==> src/hdl/lsbd_pkg.sv <==
// ----------------------------------------------------------------------------
// lsbd_pkg
// Shared types and codes for the LSB hidden-data extractor.
// ----------------------------------------------------------------------------
package lsbd_pkg;

    // Default width of the hidden length fields
    localparam int LSBD_SIZE_BITS = 32;

    // Parse phase codes
    localparam int PHASE_W = 3;
    localparam logic [PHASE_W-1:0] PH_HEADER   = 3'd0;
    localparam logic [PHASE_W-1:0] PH_MAGIC    = 3'd1;
    localparam logic [PHASE_W-1:0] PH_EXT_LEN  = 3'd2;
    localparam logic [PHASE_W-1:0] PH_EXT_DATA = 3'd3;
    localparam logic [PHASE_W-1:0] PH_DATA_LEN = 3'd4;
    localparam logic [PHASE_W-1:0] PH_DATA     = 3'd5;
    localparam logic [PHASE_W-1:0] PH_DONE     = 3'd6;

    // Result kinds
    localparam logic [1:0] KIND_EXT   = 2'd0;
    localparam logic [1:0] KIND_DATA  = 2'd1;
    localparam logic [1:0] KIND_ERROR = 2'd2;

    // Configuration register indexes
    localparam logic [1:0] CFG_HEADER_SKIP  = 2'd0;
    localparam logic [1:0] CFG_MAGIC_WORD   = 2'd1;
    localparam logic [1:0] CFG_MAGIC_LENGTH = 2'd2;

    // Configuration reset values
    localparam logic [7:0]  HEADER_SKIP_RST  = 8'd54;
    localparam logic [63:0] MAGIC_WORD_RST   = 64'd0;
    localparam logic [3:0]  MAGIC_LENGTH_RST = 4'd2;
    localparam logic [3:0]  MAGIC_MAX        = 4'd8;

    // Configuration seen by the parser
    typedef struct packed {
        logic [7:0]  header_skip;
        logic [63:0] magic_word;
        logic [3:0]  magic_length;
    } cfg_t;

    // One parse result
    typedef struct packed {
        logic       valid;
        logic [7:0] out_byte;
        logic [1:0] kind;
        logic       last;
    } result_t;

endpackage

==> src/hdl/lsbd_parser.sv <==
// ----------------------------------------------------------------------------
// lsbd_parser
// Parse state and next-state logic: header skip, magic check, length fields
// and hidden byte runs, one image byte per step.
// ----------------------------------------------------------------------------
module lsbd_parser
    import lsbd_pkg::*;
#(
    parameter int SIZE_BITS = LSBD_SIZE_BITS
)
(
    input  logic    clk,
    input  logic    rst_n,
    input  logic    step,
    input  logic    pixel_bit,
    input  logic    start,
    input  cfg_t    cfg,
    output result_t result
);

    localparam int BIT_W = $clog2(SIZE_BITS);

    logic [PHASE_W-1:0]   phase_reg, phase_next;
    logic [BIT_W-1:0]     bit_index_reg, bit_index_next;
    logic [SIZE_BITS-1:0] shift_value_reg, shift_value_next;
    logic [SIZE_BITS-1:0] remaining_reg, remaining_next;
    logic [3:0]           magic_index_reg, magic_index_next;

    logic [3:0]           magic_len_eff;
    logic                 active;
    logic [BIT_W-1:0]     bit_last;
    logic [SIZE_BITS-1:0] value;
    logic [7:0]           want;

    // Clamp the magic length to the eight bytes of the magic word
    assign magic_len_eff = (cfg.magic_length > MAGIC_MAX) ? MAGIC_MAX : cfg.magic_length;

    // Work out the next parse state and any result for the current byte
    always_comb
    begin
        phase_next       = phase_reg;
        bit_index_next   = bit_index_reg;
        shift_value_next = shift_value_reg;
        remaining_next   = remaining_reg;
        magic_index_next = magic_index_reg;
        result           = '0;
        active           = 1'b1;
        bit_last         = BIT_W'(7);
        value            = '0;
        want             = '0;

        // Restart on a start flag
        if (start)
        begin
            phase_next       = PH_HEADER;
            bit_index_next   = '0;
            shift_value_next = '0;
            remaining_next   = '0;
            magic_index_next = '0;
        end

        // Count off header bytes
        if (phase_next == PH_HEADER)
        begin
            if (remaining_next < SIZE_BITS'(cfg.header_skip))
            begin
                remaining_next = remaining_next + 1'b1;
                active         = 1'b0;
            end
            else
            begin
                remaining_next = '0;
                phase_next     = PH_MAGIC;
            end
        end

        // Leave the magic check once enough bytes have matched
        if (active && phase_next == PH_MAGIC && magic_index_next >= magic_len_eff)
        begin
            phase_next       = PH_EXT_LEN;
            bit_index_next   = '0;
            shift_value_next = '0;
        end

        // Ignore bytes when idle or done
        if (phase_next < PH_MAGIC || phase_next > PH_DATA)
            active = 1'b0;

        if (active)
        begin
            // Gather one hidden bit, least significant first
            shift_value_next = shift_value_next
                             | (SIZE_BITS'(pixel_bit) << bit_index_next);
            if (phase_next == PH_EXT_LEN || phase_next == PH_DATA_LEN)
                bit_last = BIT_W'(SIZE_BITS - 1);

            if (bit_index_next == bit_last)
            begin
                value            = shift_value_next;
                bit_index_next   = '0;
                shift_value_next = '0;

                unique case (phase_next)
                    PH_MAGIC:
                    begin
                        want = cfg.magic_word[magic_index_next[2:0]*8 +: 8];
                        if (value[7:0] != want)
                        begin
                            phase_next  = PH_DONE;
                            result.valid = 1'b1;
                            result.kind  = KIND_ERROR;
                        end
                        else
                        begin
                            magic_index_next = magic_index_next + 1'b1;
                            if (magic_index_next >= magic_len_eff)
                                phase_next = PH_EXT_LEN;
                        end
                    end
                    PH_EXT_LEN:
                    begin
                        remaining_next = value;
                        phase_next     = (value != '0) ? PH_EXT_DATA : PH_DATA_LEN;
                    end
                    PH_DATA_LEN:
                    begin
                        remaining_next = value;
                        phase_next     = (value != '0) ? PH_DATA : PH_DONE;
                    end
                    PH_EXT_DATA, PH_DATA:
                    begin
                        result.valid    = 1'b1;
                        result.out_byte = value[7:0];
                        result.kind     = (phase_next == PH_DATA) ? KIND_DATA : KIND_EXT;
                        result.last     = (remaining_next == SIZE_BITS'(1));
                        remaining_next  = remaining_next - 1'b1;
                        if (remaining_next == '0)
                            phase_next = (phase_next == PH_DATA) ? PH_DONE : PH_DATA_LEN;
                    end
                    default:
                    begin
                        result = '0;
                    end
                endcase
            end
            else
            begin
                bit_index_next = bit_index_next + 1'b1;
            end
        end
    end

    // Advance the parse state on each consumed byte
    always_ff @(posedge clk or negedge rst_n)
    begin
        if (!rst_n)
        begin
            phase_reg       <= PH_HEADER;
            bit_index_reg   <= '0;
            shift_value_reg <= '0;
            remaining_reg   <= '0;
            magic_index_reg <= '0;
        end
        else if (step)
        begin
            phase_reg       <= phase_next;
            bit_index_reg   <= bit_index_next;
            shift_value_reg <= shift_value_next;
            remaining_reg   <= remaining_next;
            magic_index_reg <= magic_index_next;
        end
    end

endmodule

==> src/hdl/lsb_stego_bmp_decoder.sv <==
// ----------------------------------------------------------------------------
// lsb_stego_bmp_decoder
// Path: a result reaches the master side through the input register, the parse
// step and the result register, after the input transfer that causes it.
// Throughput: one image byte per cycle while the master side does not stall,
// set by the single parse step between the input and result registers.
// Reset: asynchronous, active low; parsing restarts at the header and the
// configuration registers return to their defaults.
// ----------------------------------------------------------------------------
module lsb_stego_bmp_decoder
    import lsbd_pkg::*;
#(
    parameter int SIZE_BITS = LSBD_SIZE_BITS
)
(
    input  logic        clk,
    input  logic        rst_n,
    // Configuration write port
    input  logic        cfg_we,
    input  logic [1:0]  cfg_index,
    input  logic [63:0] cfg_data,
    // Image byte stream
    input  logic        s_tvalid,
    output logic        s_tready,
    input  logic [7:0]  s_tdata,   // [7:0] pixel_byte
    input  logic        s_tuser,   // [0] start_of_image
    // Hidden byte stream
    output logic        m_tvalid,
    input  logic        m_tready,
    output logic [7:0]  m_tdata,   // [7:0] out_byte
    output logic [1:0]  m_tuser,   // [1:0] kind
    output logic        m_tlast
);

    cfg_t    cfg_reg;
    result_t result;

    logic       in_valid_reg;
    logic       in_bit_reg;
    logic       in_start_reg;
    logic       out_valid_reg;
    logic [7:0] out_byte_reg;
    logic [1:0] out_kind_reg;
    logic       out_last_reg;
    logic       step;

    // Move a byte through the parser when the result register is free
    assign step     = in_valid_reg && (!out_valid_reg || m_tready);
    assign s_tready = !in_valid_reg || step;

    // Hold configuration writes
    always_ff @(posedge clk or negedge rst_n)
    begin
        if (!rst_n)
        begin
            cfg_reg.header_skip  <= HEADER_SKIP_RST;
            cfg_reg.magic_word   <= MAGIC_WORD_RST;
            cfg_reg.magic_length <= MAGIC_LENGTH_RST;
        end
        else if (cfg_we)
        begin
            unique case (cfg_index)
                CFG_HEADER_SKIP:  cfg_reg.header_skip  <= cfg_data[7:0];
                CFG_MAGIC_WORD:   cfg_reg.magic_word   <= cfg_data;
                CFG_MAGIC_LENGTH: cfg_reg.magic_length <= cfg_data[3:0];
                default:          cfg_reg <= cfg_reg;
            endcase
        end
    end

    // Input register: take a transfer whenever the stage empties
    always_ff @(posedge clk or negedge rst_n)
    begin
        if (!rst_n)
            in_valid_reg <= 1'b0;
        else if (s_tready)
            in_valid_reg <= s_tvalid;
    end

    always_ff @(posedge clk)
    begin
        if (s_tready && s_tvalid)
        begin
            in_bit_reg   <= s_tdata[0];
            in_start_reg <= s_tuser;
        end
    end

    lsbd_parser #(
        .SIZE_BITS (SIZE_BITS)
    ) u_parser (
        .clk       (clk),
        .rst_n     (rst_n),
        .step      (step),
        .pixel_bit (in_bit_reg),
        .start     (in_start_reg),
        .cfg       (cfg_reg),
        .result    (result)
    );

    // Result register: load on a parse step, drop once transferred
    always_ff @(posedge clk or negedge rst_n)
    begin
        if (!rst_n)
            out_valid_reg <= 1'b0;
        else if (step)
            out_valid_reg <= result.valid;
        else if (m_tready)
            out_valid_reg <= 1'b0;
    end

    always_ff @(posedge clk)
    begin
        if (step)
        begin
            out_byte_reg <= result.out_byte;
            out_kind_reg <= result.kind;
            out_last_reg <= result.last;
        end
    end

    assign m_tvalid = out_valid_reg;
    assign m_tdata  = out_byte_reg;
    assign m_tuser  = out_kind_reg;
    assign m_tlast  = out_last_reg;

endmodule

==> config.mk <==
export PLATFORM = sky130hd
export DESIGN_NAME = lsb_stego_bmp_decoder
export DESIGN_NICKNAME = d
export VERILOG_FILES = /design/src/hdl/lsbd_pkg.sv /design/src/hdl/lsbd_parser.sv /design/src/hdl/lsb_stego_bmp_decoder.sv
export SDC_FILE = /design/constraint.sdc
export NUM_CORES = 1
export LEC_CHECK = 0
export BUFFER_PORTS_ARGS = -buffer_cell sky130_fd_sc_hd__clkbuf_2
export CAP_MARGIN = 5
export CORE_MARGIN = 4
export CORE_UTILIZATION = 40
export DETAILED_ROUTE_END_ITERATION = 8
export PLACE_DENSITY = 0.6
export SYNTH_ARGS = -nofsm -noshare
export SYNTH_HDL_FRONTEND = slang
export SYNTH_HIERARCHICAL = 1
export SYNTH_SLANG_ARGS = --single-unit
export TNS_END_PERCENT = 10
==> constraint.sdc <==
create_clock -name clk -period 20.1 [get_ports clk]
set_clock_uncertainty 0.15 [all_clocks]
set_input_delay 3.015 -clock clk [delete_from_list [all_inputs] [get_ports clk]]
set_output_delay 3.015 -clock clk [all_outputs]
set_load 0.01 [all_outputs]
==> results of run 1 <==
-- placed cells by master (no fill, tap or decap), types with 10 or more instances in the layout --
cell type  synthesis  final
and3_1            10     10
nor4_1            34     34
mux2_2            19     19
clkbuf_16          0     17
nor3_1            34     34
o211ai_1          15     15
xor2_1            12     12
xnor2_1           25     25
nor2_1           142    142
nand2b_1          21     21
nand3_1           28     28
a22o_1            17     17
ha_1              20     20
mux4_2            16     16
mux2_4            60     60
edfxtp_1          13     13
clkbuf_2           0     84
nor2b_1           22     22
a21oi_1           87     87
mux2i_1           13     13
o21ai_0           57     56
and2_1            14     13
nand2_1           77     77
inv_1             29     29
a221oi_1          13     13
a31oi_1           32     31
dfrtp_1          149    149
o22ai_1           21     21
buf_4              1     25
nand4_1           23     23
-- metrics by stage --
step	cell area [um2]	utilization (%)	hold WS, ns
2_1_floorplan	12000	-	0.307
3_3_place_gp	12700	42.8	0.327
3_5_place_dp	12700	42.8	0.333
4_1_cts	13200	44.7	0.355
5_1_grt	13200	44.7	0.364
6_report	13200	44.7	0.351
-- worst max-delay path: stages, from the launching register on --
cell	delay, ns
edfxtp_1	0.32
buf_4	0.36
buf_4	0.53
nor2b_1	0.14
ha_1	0.22
nand2b_1	0.14
o22ai_1	0.23
o211ai_1	0.15
buf_4	0.19
nor4_1	0.79
nand2_1	0.11
o21ai_0	0.21
inv_1	0.13
ha_1	0.56
inv_1	0.37
o311ai_0	0.19
buf_4	0.20
o31ai_1	0.08
o41a_1	0.20
a21oi_1	0.06
nor4_1	0.28
or4b_1	0.58
or4_1	0.44
a31oi_1	0.18
-- cells in the mapped netlist, drive strengths merged (15+ instances only) --
master / instances
nand3: 29
a31oi: 33
o211ai: 15
xnor2: 25
dfrtp: 149
ha: 20
inv: 30
nand2: 77
and2: 17
buf: 25
nor3: 35
nand4: 24
clkbuf: 61
o22ai: 21
nand2b: 21
mux4: 16
nor4: 37
nor2: 142
a21oi: 88
mux2: 79
nor2b: 22
a22o: 17
o21ai: 61
-- cells by family after synthesis --
logic type	Yosys count
and+or+nand+nor	481
AOI/OAI and AO/OA	358
DFF	167
buffers and inverters	116
muxes	108
xor gates and xnor gates	37
adders and majority gates	20
-- power groups by stage --
| stage | logic, mW | registers (mW) | clock network [mW] |
|---|---|---|---|
| after global placement | 0.391 | 0.441 | 0 |
| after global routing | 0.438 | 0.444 | 0.343 |
| after floorplan | 0.312 | 0.413 | 0 |
| after CTS | 0.398 | 0.436 | 0.331 |
| after detailed placement | 0.396 | 0.441 | 0 |
| final | 0.406 | 0.437 | 0.325 |
-- layer usage --
metal | vias to the layer above | track usage, % | part of all wire [%]
met3 | 79 | 4.39 | 9.0
met2 | 579 | 36.5 | 45
met4 | 2 | 6.54 | 2.5
met1 | 5374 | 34.3 | 44
li1 | 4977 | - | -
met5 | - | 0 | 0.023
-- worst max-delay path by stage --
stage,from,to
2_1_floorplan,in_start_reg,u_parser/phase_reg[1]
3_3_place_gp,in_start_reg,u_parser/phase_reg[1]
3_5_place_dp,in_start_reg,u_parser/phase_reg[1]
4_1_cts,in_start_reg,u_parser/phase_reg[1]
5_1_grt,in_start_reg,u_parser/phase_reg[1]
6_report,in_start_reg,u_parser/phase_reg[1]
-- final cells by class --
type                    count  area (um2)  share of cell area (%)
inverters                  30         113                   0.850
clock inverters            11         114                   0.859
flip-flops and latches    167        4250                    32.1
clock buffers              21         460                    3.48
multi-input cells        1004        7200                    54.4
well taps                 390         488                    3.68
repair buffers            110         619                    4.68
==> impl_metrics.toml, run 1 <==
[floorplan]
die_y_um = 181
ios = 93
initial_core_util_pct = 40.6
rows = 63
fp.dieArea_um2 = 32900
coreArea_um2 = 29600
die_w_um = 181

[yosys]
synth_cell_types = 94
ys.flop_type = "dfrtp_1"
synth_cells = 1287
synthSimpleGateAreaFrac_pct = 21.6
synth_top_family_by_area = "simple AND/OR/NAND/NOR gates"
synth_fa_ha_area_share_pct = 2.08
netlist_area_um2 = 12000
ys_ff_latch = 167
synthArstFlopShare_pct = 92.2
yosysTopAreaCellShare_pct = 31.0
syn-num-nets = 1387
synth.avg_cell_area_um2 = 9.34
synthMuxAreaShare_pct = 13.4
netlist_top_cells_area = "dfrtp_1, mux2_4, nor2_1"
synth_top_area_cell = "dfrtp_1"
synth.yosys.seq_area_share_pct = 35.4
synth_edf_count = 13
synth-compound-area-share_pct = 20.1
synthXorXnorAreaFrac_pct = 2.70
ys_warn_count = 6

[routing]
vias = 11000
first_pass_iters = 6
drt_wl_total_um = 39400
avgRoutedWirePerCell_um = 22.7
ant_nets = 0
drtIter0Drc = 1526
drc = 0
viasPerCell = 6.35

[worst_hold_path]
holdPathStages = 1
min_from = "u_parser/shift_value_reg[20]"
hold_path_class = "reg -> reg"
min_to = "u_parser/shift_value_reg[20]"

[critical_path]
cp.required_ns = 20.30
startpoint_type = "flip-flop"
r2r_slack_ns = 13.15
worstRegToRegCells = 23
cp_data_arrival_time_ns = 7.15
end_kind = "flip-flop"
cp_max_fo = 49
crit_type = "reg -> reg"
reg2reg_to = "u_parser/phase_reg[1]"
r2r_start = "in_start_reg"

[placement]
hpwl_um = 28300
gp_congestion = 0.969
place_ws_ns = 13.35
place_inst = 1701
portBuffers = 85

[global_routing]
grt_pass1_wl_um = 62100
track_usage_pct = 23.7
grt-ovfl-total = 0
grt_max_degree = 90
grt_pass1_vias = 10500
antenna_found_initial = 1

[finish]
drive_gt1_share_pct = 20.1
fin_nets = 1430
largest_register_ffs = 76
fillers = 2891
antenna_cells = 0
layout.cells.non_filler = 1733
syn2layout_area_growth_pct = 10.2

[timing]
setup_violations = 0
relSlewSlack_pct = 26.8
tightest_slew_ns = 1.09
fmax_mhz = 144
min_period_ns = 6.95
slew_viol_final = 0
finalSetupTns_ns = 0
fin_crit_sh_pct = 34.6
worst_slack_ns = 13.15
rsz0062_at_grt = "no"
hold_viol = 0

[clock_network]
cts.htree.levels = 4
post_cts_resized = 0
ctsHoldBuffers = 0
cts_tree = "done"
cts-root-buf = "clkbuf_16"
cts_made_buffers = 17
path_clk_slew_ns = 0.06
cts_setup_buffers = 0
cts.sinks = 167
insertion_delay_ns = 0.44
cts_buffer_depth = 2

[power]
p_clk_share_pct = 27.8
p_total_mw = 1.17
p_int_uw = 729
ir_worst_vdd_v = 0.0000562
power_density_nw_per_um2 = 88.1
combPwrFrac_pct = 34.7
power.leakage_nw = 5.52
power.switching_uw = 438
seqPwrFrac_pct = 37.5
swShare_pct = 37.5

[flow_run]
maxCapViolCount = 0

[outcome]
status = "finished clean"
Note: power is estimated with default switching activity, not from simulation.
==> run 2, diff against run 1 <==
clock period = 6.7 ns   (was 20.1 ns; I/O delays follow)
==> impl_metrics.toml, run 2 (synthesized netlist as in run 1, its figures left out) <==
[outcome]
status = "finished clean"

[placement]
gp_congestion = 0.943
place_area_um2 = 12700
hpwl_um = 28500
portBuffers = 85
place_ws_ns = 0.929

[finish]
drive_gt1_share_pct = 20.5
multi_input_area_um2 = 7210
fin_nets = 1433
antenna_cells = 0
syn2layout_area_growth_pct = 10.7
mostFrequentLayoutCells = "dfrtp_1, nor2_1, a21oi_1"
fillers = 2873
fin_area_um2 = 13300
final_common_cell = "dfrtp_1"
seq_area_um2 = 4250
finish.utilization_pct = 44.9
largest_register_ffs = 76

[critical_path]
cp.required_ns = 6.90
cp_max_fo = 22
slowest_stage = "edfxtp_1"
crit_family = "simple AND/OR/NAND/NOR gates"
worstRegToRegCells = 21
cp.depth = 21
crit_top_cell = "inv_1"
worstPathCellList = "nand2b_1 -> inv_1 -> ha_1 -> and4_1 -> a2bb2oi_1 -> o211ai_1 -> buf_4 -> nor4_2 -> nand2_1 -> o21ai_0 -> inv_1 -> ha_1 -> inv_1 -> o311ai_0 -> o31ai_1 -> o41a_1 -> a21oi_1 -> nor4_1 -> or4b_1 -> or4_1 -> a31oi_1"
cp_data_arrival_time_ns = 6.13
cp_slowest_stage_delay_ns = 0.80
end_kind = "flip-flop"
crit_type = "reg -> reg"
crit_buf_inv = 4
startpoint_type = "flip-flop"

[routing]
avgRoutedWirePerCell_um = 22.9
drtIter0Drc = 1497
vias = 11100
viasPerCell = 6.41
drt_wl_total_um = 39700
first_pass_iters = 6
ant_nets = 0
drc = 0

[floorplan]
rows = 63
ios = 93
fp.dieArea_um2 = 32900
initial_core_util_pct = 40.6
die_w_um = 181
die_y_um = 181
coreArea_um2 = 29600

[clock_network]
cts-root-buf = "clkbuf_16"
cts.htree.levels = 4
path_clk_slew_ns = 0.08
cts_tree = "done"
insertion_delay_ns = 0.45
cts_setup_buffers = 0
cts_made_buffers = 17
cts.sinks = 167
ctsHoldBuffers = 0
cts_buffer_depth = 2
post_cts_resized = 0

[worst_hold_path]
hold_path_class = "reg -> reg"
holdPathStages = 1

[timing]
tightest_slew_ns = 1.34
min_period_ns = 5.93
finalSetupTns_ns = 0
slew_viol_final = 0
whs_ns = 0.355
hold_viol = 0
setup_violations = 0
fin_crit_sh_pct = 88.5
worst_slack_ns = 0.773
rsz0062_at_grt = "no"
fmax_mhz = 169
relSlewSlack_pct = 9.34

[global_routing]
grt_pass1_wl_um = 62400
grt_max_degree = 83
antenna_found_initial = 2
grt-ovfl-total = 0
track_usage_pct = 23.8
grt_pass1_vias = 10700

[power]
power.switching_mw = 1.39
combPwrFrac_pct = 34.0
power.leakage_nw = 5.56
power_density_nw_per_um2 = 266
swShare_pct = 39.1
ir_worst_vdd_v = 0.000200
p_clk_share_pct = 28.8
seqPwrFrac_pct = 37.1
p_int_mw = 2.16

[flow_run]
maxCapViolCount = 0
[run 2: cell count changes in the layout (fill, tap and decap cells not counted), moves of 2 or more]
cell,previous run,this run
clkinvlp_4,2,0
clkinv_4,3,1
clkinv_8,0,6
clkbuf_1,2,0
buf_4,25,28
inv_8,1,3
clkbuf_8,2,0
[run 2: final cells by class]
type	count	area share [%]
Tap cell	390	3.67
Multi-Input combinational cell	1004	54.2
Clock buffer	17	3.20
Timing Repair Buffer	113	4.82
Clock inverter	15	1.39
Sequential cell	167	31.9
Inverter	30	0.846
[run 2: path summary, 6_finish.rpt]
| check | from | to | slack (ns) |
|---|---|---|---|
| max in group asynchronous | rst_n | u_parser/bit_index_reg[4] | 4.47 |
| worst max-delay path | in_start_reg | u_parser/phase_reg[1] | 0.77 |
| min in group asynchronous | rst_n | cfg_reg[52] | 0.47 |
| worst min register to register | u_parser/shift_value_reg[20] | u_parser/shift_value_reg[20] | 0.35 |
| worst min-delay path | u_parser/shift_value_reg[20] | u_parser/shift_value_reg[20] | 0.35 |
| worst max register to register | in_start_reg | u_parser/phase_reg[1] | 0.77 |
[run 2: metal layers]
layer	global-route usage [%]	routed length, um
met5	0	0
met4	7.30	892
met3	4.59	3880
met2	36.3	17800
met1	34.3	17100
[run 2: power by group through the flow]
stage                     Sequential [mW]  Combinational, mW  Clock (mW)
final                                1.32               1.21        1.02
after global routing                 1.34               1.31        1.08
after CTS                            1.31               1.18        1.04
after detailed placement             1.33               1.18           0
after global placement               1.33               1.17           0
after floorplan                      1.24              0.936           0
[run 2: per-stage QoR]
| step | instances | total power, mW |
|---|---|---|
| 2_1_floorplan | 1287 | 2.18 |
| 3_3_place_gp | 1704 | 2.50 |
| 3_5_place_dp | 1704 | 2.51 |
| 4_1_cts | 1736 | 3.54 |
| 5_1_grt | 1736 | 3.73 |
| 6_report | 1736 | 3.55 |
